<file path="src/hw/rtl/pn3_mulq.sv">
`timescale 1ns / 1ps
// rounded fixed-point multiply, one register stage
// depends on nothing else
module pn3_mulq #(
	parameter int AW = 20,
	parameter int BW = 20,
	parameter int FB = 16,
	parameter int RW = 20
) (
	input  logic                 clk,
	input  logic                 en,
	input  logic signed [AW-1:0] a,
	input  logic signed [BW-1:0] b,
	output logic signed [RW-1:0] r_s1
);
	logic signed [AW+BW:0] prod;
	logic signed [AW+BW:0] rnd;
	always_comb begin
		prod = (AW+BW+1)'(a) * (AW+BW+1)'(b);
		rnd  = prod + (AW+BW+1)'(signed'({1'b0, 1'b1, {(FB-1){1'b0}}}));
	end
	// arithmetic shift is floor, matching the rounding rule
	always_ff @(posedge clk) begin
		if (en) begin
			r_s1 <= RW'(rnd >>> FB);
		end
	end
endmodule

</file>
<file path="config.mk">
export PLATFORM = sky130hd
export DESIGN_NAME = pn3_mulq
export DESIGN_NICKNAME = d
export VERILOG_FILES = /design/src/hw/rtl/pn3_mulq.sv
export SDC_FILE = /design/constraint.sdc
export NUM_CORES = 1
export LEC_CHECK = 0
export ABC_AREA = 1
export BUFFER_PORTS_ARGS = -buffer_cell sky130_fd_sc_hd__buf_2
export CAP_MARGIN = 20
export CORE_UTILIZATION = 37
export DETAILED_ROUTE_END_ITERATION = 16
export PLACE_DENSITY_LB_ADDON = 0.3
export SYNTH_ARGS = -nofsm -noshare
export SYNTH_HDL_FRONTEND = slang
export SYNTH_SLANG_ARGS = --single-unit
</file>
<file path="constraint.sdc">
create_clock -name clk -period 12.53 [get_ports clk]
set_input_delay 1.253 -clock clk [delete_from_list [all_inputs] [get_ports clk]]
set_output_delay 1.253 -clock clk [all_outputs]
set_load 0.1 [all_outputs]
</file>
==> results of run 1 <==
## worst min-delay path by stage
stage               from  endpoint  slack (ns)  depth (start not counted)
floorplan             en   r_s1[0]        1.37                          0
global placement      en   r_s1[7]        1.76                          1
CTS                   en   r_s1[2]        1.51                          1
global route          en   r_s1[7]        1.52                          1
finish                en   r_s1[2]        1.49                          1
detailed placement    en   r_s1[2]        1.77                          1
## routing by layer
layer,track usage,up-vias
li1,-,5543
met1,0.231,6029
met2,0.383,189
met3,0.00711,56
met4,0.0466,0
met5,0,-
## final cells by class
cell class	count	area [µm²]
tap	532	666
inverter	683	2560
sequential	20	601
clock buffer	3	75.1
timing repair buffer	62	313
fill	4253	24800
multi-input combinational	1244	12100
## critical path: cells and delay by family
kind	cells	cell delay (ns)
adder cells (fa/ha/maj)	8	4.15
AND/OR/NAND/NOR	8	1.01
buffers and inverters	6	0.85
## per-stage QoR
| step | utilization | hold slack [ns] |
|---|---|---|
| 2_1_floorplan | - | 1.37 |
| 3_3_place_gp | 0.395 | 1.76 |
| 3_5_place_dp | 0.395 | 1.77 |
| 4_1_cts | 0.397 | 1.51 |
| 5_1_grt | 0.397 | 1.52 |
| 6_report | 0.397 | 1.49 |
## cells in the mapped netlist
cell type / count / area (µm²)
sky130_fd_sc_hd__inv_1: 680 / 2550
sky130_fd_sc_hd__nand2_1: 545 / 2050
sky130_fd_sc_hd__fa_1: 383 / 7670
sky130_fd_sc_hd__ha_1: 97 / 1210
sky130_fd_sc_hd__clkbuf_1: 64 / 240
sky130_fd_sc_hd__nor2_1: 61 / 229
sky130_fd_sc_hd__nand3_1: 32 / 160
sky130_fd_sc_hd__a21oi_1: 27 / 135
sky130_fd_sc_hd__edfxtp_1: 20 / 601
sky130_fd_sc_hd__o21ai_0: 19 / 95.1
sky130_fd_sc_hd__xor2_1: 16 / 140
sky130_fd_sc_hd__nand2_2: 10 / 62.6
sky130_fd_sc_hd__xnor2_1: 8 / 70.1
sky130_fd_sc_hd__buf_1: 7 / 26.3
sky130_fd_sc_hd__or2_2: 7 / 43.8
sky130_fd_sc_hd__a21o_1: 5 / 37.5
sky130_fd_sc_hd__a31oi_1: 5 / 31.3
sky130_fd_sc_hd__nor4_1: 5 / 31.3
sky130_fd_sc_hd__buf_2: 4 / 20.0
sky130_fd_sc_hd__nand4_1: 4 / 25.0
sky130_fd_sc_hd__nor3_1: 4 / 20.0
sky130_fd_sc_hd__o21bai_1: 4 / 30.0
sky130_fd_sc_hd__buf_6: 3 / 33.8
sky130_fd_sc_hd__nor2_2: 3 / 18.8
sky130_fd_sc_hd__a21boi_1: 2 / 15.0
sky130_fd_sc_hd__inv_2: 2 / 7.51
sky130_fd_sc_hd__nor3_2: 2 / 20.0
sky130_fd_sc_hd__a211oi_1: 1 / 7.51
sky130_fd_sc_hd__a21oi_2: 1 / 8.76
sky130_fd_sc_hd__buf_4: 1 / 7.51
sky130_fd_sc_hd__clkinv_1: 1 / 3.75
sky130_fd_sc_hd__nand2_4: 1 / 11.3
sky130_fd_sc_hd__nand3_2: 1 / 10.0
sky130_fd_sc_hd__nand3b_1: 1 / 7.51
## cells by family after synthesis
family,share of synthesized area
buf+inv,0.185
compound gates,0.0231
fa+ha+maj,0.568
simple gates,0.172
xor+xnor,0.0134
flops,0.0384
==> results.rst, run 1 <==
.. list-table::
   :header-rows: 1

   * - Metric
     - Value
   * - Status
     - complete, no violations
   * - Routed wire length per instance
     - roughly 15 µm
   * - Initial antenna violation count
     - 0
   * - Met3 WL
     - 774 µm
   * - Mapped Cells
     - 2026
   * - Worst path cell trace
     - buf_2, nand2_1, inv_1, fa_1, fa_1, fa_1, inv_1, fa_1, inv_1, fa_1, inv_1, fa_1, inv_1, fa_1, ha_1, nand2_1, nor2_1, nand2_1, nor2_1, nor2_1, nand3_1, nand2_1
   * - Number of standard-cell rows in the floorplan
     - 74
   * - Net count after synthesis
     - roughly 2500
   * - Setup-violating endpoint count in the final report
     - 0
   * - Number of iterations in the first detailed-routing pass
     - 5
   * - CTS buffer count
     - 3
   * - Fraction of final layout cells with drive strength greater than 1
     - 0.0457
   * - DR top layer
     - met4
   * - Worst hold-check path type
     - input pin to flop
   * - Synthesized flop and latch total
     - 20
   * - Starting density of the core
     - 0.379
   * - Core Region
     - about 41000 µm²
   * - Final period util
     - 0.583
   * - Distinct cell type count after synthesis
     - 34
   * - Die span in y
     - a little over 200 µm
   * - Critical path peak fanout
     - 20
   * - Worst endpoint required time
     - 12.53 ns
   * - Flip-flop count of the largest register, all copies and words added
     - 20
   * - Highest Clock Rate
     - 0.137 GHz
   * - End point of the critical path
     - r_s1[15]
   * - Worst EP arrival
     - 7.31 ns
   * - Post-detailed-route count of antenna-violating nets
     - 0
   * - DR vias/cell
     - 4.65
   * - Post-synthesis area per instance
     - 7.71 µm²
   * - Number of buffers between clock root and the deepest sink
     - 2
   * - Clock tree from TritonCTS
     - done
   * - Post-placement worst setup slack
     - 4.97 ns
   * - Clock Tree Root
     - sky130_fd_sc_hd__clkbuf_16
   * - Top Ports
     - 62
   * - Start-to-end type of the worst setup path
     - input pin to flop
   * - Cell area after layout
     - 16400 µm²
   * - Unrepaired setup endpoints after global routing
     - false
   * - Start point of the critical path
     - b[2]
   * - Most flop-heavy register
     - r_s1
   * - Global route overflow
     - 0
   * - Sort of element at the start of the critical path
     - input pin
   * - Standard cell area after detailed placement
     - 16300 µm²
   * - Slowest cell on the critical path
     - sky130_fd_sc_hd__fa_1
   * - Number of buffers added on ports
     - 61
   * - Number of sinks handled by clock tree synthesis
     - 20
   * - WL met1
     - 15500 µm
   * - Largest net degree at the start of global routing
     - 22
   * - Sum of net half-perimeters after detailed placement
     - approximately 33000 µm
   * - Detailed-route wire length
     - 38200 µm
   * - Setup_tns
     - 0 ns
   * - Slew of the pin with the lowest slew margin
     - approximately 0.66 ns
   * - Leading registers by flop count
     - r_s1 x20
   * - Proportion of synthesized chip area in sequential cells
     - 0.0384
   * - Number of antenna repair diodes
     - 0
   * - Vias in the first global route
     - roughly 14000
   * - Worst path setup slack after routing
     - approximately 5.2 ns
   * - Critical path's largest stage delay
     - 0.85 ns
   * - Maximum level of the CTS H-tree
     - 1
   * - Final Wtd Congestion
     - 0.867
   * - Most prevalent standard cell on the critical path
     - sky130_fd_sc_hd__fa_1
   * - Number of pins exceeding their max-slew limit in the final report
     - 0
   * - Placed Cells incl. Taps
     - 2541
   * - Post-synthesis instance area
     - 15600 µm²
   * - Hold Buf Count CTS
     - 0
   * - Yosys warning total
     - 0
   * - Number of standard cells in the layout, taps in and fillers out
     - 2544
   * - DR vias
     - around 12000
   * - Commonest non-fill, non-tap cell in the layout
     - sky130_fd_sc_hd__inv_1
   * - Met2 wire len
     - 21000 µm
   * - Max-cap viol count
     - 0
   * - Critical Path End Type
     - flop
   * - Die Wd
     - 208 µm
   * - Post-CTS sizing
     - 0
   * - Period minus WS final
     - between 7 and 8 ns
   * - Net count reported at finish
     - 2536
   * - Full die area
     - around 43000 µm²
   * - Rel. slew slack
     - 0.560
   * - GRT Total Usage
     - 0.195
   * - Post-CTS setup repair buffer count
     - 0
   * - Global-route wire length before repair
     - 67500 µm
   * - Final routed DRC violation total
     - 0
   * - Initial drt markers
     - 585
   * - Top library cells by usage in the layout, fill and taps aside
     - sky130_fd_sc_hd__inv_1, sky130_fd_sc_hd__nand2_1, sky130_fd_sc_hd__fa_1
   * - Final hold violation count
     - 0
   * - Worst-path clk slew
     - 0.06 ns
   * - Area growth from synthesis to layout
     - 4.64%
Power of run 1 is left out: the tool's default activity adds up to more than one toggle a clock period on the data nets, which glitch-free logic cannot reach.
==> run 2, diff against run 1 <==
--- a/config.mk
+++ b/config.mk
@@ -5,7 +5,7 @@
 export SDC_FILE = /design/constraint.sdc
 export NUM_CORES = 1
 export LEC_CHECK = 0
-export ABC_AREA = 1
+export ABC_AREA = 0
 export BUFFER_PORTS_ARGS = -buffer_cell sky130_fd_sc_hd__buf_2
 export CAP_MARGIN = 20
 export CORE_UTILIZATION = 37
==> constraint.sdc (replaced) <==
create_clock -name clk -period 7.7 [get_ports clk]
set_input_delay 0.77 -clock clk [delete_from_list [all_inputs] [get_ports clk]]
set_output_delay 0.77 -clock clk [all_outputs]
set_load 0.1 [all_outputs]
==> run 2 against run 1 <==
Net effect:
- flip-flop and latch count is the same
- count of clock-buffer cells in the layout is the same
- non-clock buffer count increased by 13
- synthesized cell count shrank 26%
- sequential share of layout area increased by 0.29 points
- first-iteration DRC count decreased by 3.1%
- worst hold slack got worse by 0.47 ns
- global-route usage up 1.0 points
- wire length is 3.7% lower
- critical path depth fell by 1
- critical endpoint is now r_s1[13]
- largest cell class unchanged
==> results.rst, run 2 <==
.. list-table::
   :header-rows: 1

   * - Metric
     - Value
   * - Largest net degree at the start of global routing
     - 21
   * - Yosys warning total
     - 0
   * - Number of sinks handled by clock tree synthesis
     - 20
   * - Post-CTS sizing
     - 0
   * - Full die area
     - 39500 µm²
   * - Highest Clock Rate
     - 0.143 GHz
   * - Slew of the pin with the lowest slew margin
     - between 0.5 and 0.6 ns
   * - Post-detailed-route count of antenna-violating nets
     - 0
   * - CTS buffer count
     - 3
   * - Clock tree from TritonCTS
     - done
   * - Number of antenna repair diodes
     - 0
   * - Worst path cell trace
     - buf_2, and2_1, fa_1, inv_1, fa_1, inv_1, fa_1, fa_1, fa_1, fa_1, inv_1, fa_1, inv_1, ha_1, a21o_1, a21o_1, a21oi_1, a31oi_1, a2111oi_2, o21bai_1, xor2_1
   * - Worst hold-check path type
     - input pin to flop
   * - Status
     - complete, no violations
   * - Slowest cell on the critical path
     - sky130_fd_sc_hd__fa_1
   * - Post-CTS setup repair buffer count
     - 0
   * - Cell class contributing the biggest share of worst-path delay
     - adder cells
   * - Number of buffers added on ports
     - 61
   * - Start-to-end type of the worst setup path
     - input pin to flop
   * - Most flop-heavy register
     - r_s1
   * - Post-synth top area cell
     - sky130_fd_sc_hd__fa_1
   * - Mapped Cells
     - approximately 1500
   * - Number of pins exceeding their max-slew limit in the final report
     - 0
   * - Global-route wire length before repair
     - 60800 µm
   * - Die Wd
     - 199 µm
   * - Worst endpoint required time
     - 7.70 ns
   * - Setup_tns
     - 0 ns
   * - Main area contributors after synthesis
     - sky130_fd_sc_hd__fa_1, sky130_fd_sc_hd__inv_1, sky130_fd_sc_hd__and2_1, sky130_fd_sc_hd__ha_1, sky130_fd_sc_hd__nand2_1
   * - Net count reported at finish
     - 2034
   * - Post-synthesis area per instance
     - 9.50 µm²
   * - Proportion of synthesized chip area in sequential cells
     - 0.0420
   * - Ys async rst share
     - 0
   * - Top library cells by usage in the layout, fill and taps aside
     - sky130_fd_sc_hd__inv_1, sky130_fd_sc_hd__fa_1, sky130_fd_sc_hd__and2_1
   * - Final hold violation count
     - 0
   * - Fraction of final layout cells with drive strength greater than 1
     - 0.0602
   * - Hold Buf Count CTS
     - 0
   * - Distinct cell type count after synthesis
     - 41
   * - Sum of net half-perimeters after detailed placement
     - ~30000 µm
   * - Synthesized flop and latch total
     - 20
   * - Critical path's largest stage delay
     - 0.60 ns
   * - Commonest non-fill, non-tap cell in the layout
     - sky130_fd_sc_hd__inv_1
   * - Final Wtd Congestion
     - slightly above 0.9
   * - Global route overflow
     - 0
   * - Number of standard-cell rows in the floorplan
     - 71
   * - DR vias/cell
     - about 4.8
   * - Final period util
     - 0.910
   * - Clock Tree Root
     - sky130_fd_sc_hd__clkbuf_16
   * - Sort of element at the start of the critical path
     - input pin
   * - Leading registers by flop count
     - r_s1 x20
   * - Vias in the first global route
     - 11300
   * - Cell with the most instances after synthesis
     - sky130_fd_sc_hd__inv_1
   * - Worst-path clk slew
     - 0.06 ns
   * - Rel. slew slack
     - 0.644
   * - Most common flop cell mapped by yosys
     - sky130_fd_sc_hd__edfxtp_1
   * - Critical path buffers and inverters
     - 5
   * - Post-synthesis instance area
     - about 14000 µm²
   * - Setup-violating endpoint count in the final report
     - 0
   * - Maximum level of the CTS H-tree
     - 1
   * - Starting density of the core
     - 0.378
   * - GRT Total Usage
     - 0.205
   * - Critical path peak fanout
     - 20
   * - Initial drt markers
     - 567
   * - Post-synth EDFFs
     - 20
   * - Most prevalent standard cell on the critical path
     - sky130_fd_sc_hd__fa_1
   * - Top Ports
     - 62
   * - Endpoint, Worst Hold
     - r_s1[4]
   * - DR vias
     - between 9000 and 10000
   * - Flip-flop count of the largest register, all copies and words added
     - 20
   * - Period minus WS final
     - 7.00 ns
   * - Initial antenna violation count
     - 0
   * - Commonest cells in the netlist
     - sky130_fd_sc_hd__inv_1, sky130_fd_sc_hd__fa_1, sky130_fd_sc_hd__and2_1, sky130_fd_sc_hd__nand2_1, sky130_fd_sc_hd__ha_1
   * - Detailed-route wire length
     - about 37000 µm
   * - Core Region
     - 37800 µm²
   * - Critical Path End Type
     - flop
   * - Number of buffers between clock root and the deepest sink
     - 2
   * - Final routed DRC violation total
     - 0
   * - Unrepaired setup endpoints after global routing
     - false
   * - Number of iterations in the first detailed-routing pass
     - 5
   * - Max-cap viol count
     - 0
   * - Net count after synthesis
     - 2027
   * - Area growth from synthesis to layout
     - 5.97%
   * - Die span in y
     - 199 µm
   * - Area share of the leading cell type in the synthesized netlist
     - 0.536
   * - Worst EP arrival
     - between 7 and 8 ns
   * - Hold path startpoint
     - en
   * - Number of cells on the worst hold path
     - 1
   * - Routed wire length per instance
     - 18.2 µm
-- run 2: cell families after synthesis --
family / synth area share
buffers and inverters: 0.124
xor gates and xnor gates: 0.0251
AOI/OAI and AO/OA: 0.0299
and+or+nand+nor: 0.158
DFF: 0.0420
adders and majority gates: 0.621
-- run 2: worst max-delay path by stage --
stage	cells past startpoint	to	slack, ns	from
after detailed placement	23	r_s1[13]	0.41	a[9]
after floorplan	21	r_s1[14]	0.86	a[17]
final	21	r_s1[13]	0.70	b[5]
after global routing	21	r_s1[13]	0.37	b[5]
after CTS	21	r_s1[13]	0.70	b[5]
after global placement	21	r_s1[13]	0.49	b[5]
-- run 2: metal layers --
metal | track usage | routed length (µm) | vias to the layer above
met5 | 0 | 0 | -
met4 | 0.0501 | 1080 | 0
met3 | 0.0183 | 1300 | 54
met2 | 0.370 | 18900 | 227
met1 | 0.263 | 15500 | 5142
li1 | - | - | 4288
-- run 2: layout make-up --
cell class / instances / area (µm²)
Multi-Input combinational cell: 1012 / 11900
Tap cell: 511 / 639
Fill cell: 3846 / 22700
Clock inverter: 1 / 3.75
Inverter: 400 / 1500
Clock buffer: 3 / 75.1
Timing Repair Buffer: 75 / 410
Sequential cell: 20 / 601
-- run 2: per-stage QoR --
stage	cells	hold WS (ns)	setup slack (ns)	utilization	cell area [µm²]
global route	2022	1.05	0.367	0.401	15200
global placement	2018	1.31	0.487	0.398	15100
floorplan	1505	0.882	0.862	-	14300
CTS	2022	1.03	0.699	0.401	15200
finish	2022	1.02	0.696	0.401	15200
detailed placement	2018	1.31	0.405	0.398	15100
Power of run 2 is left out for the same reason.
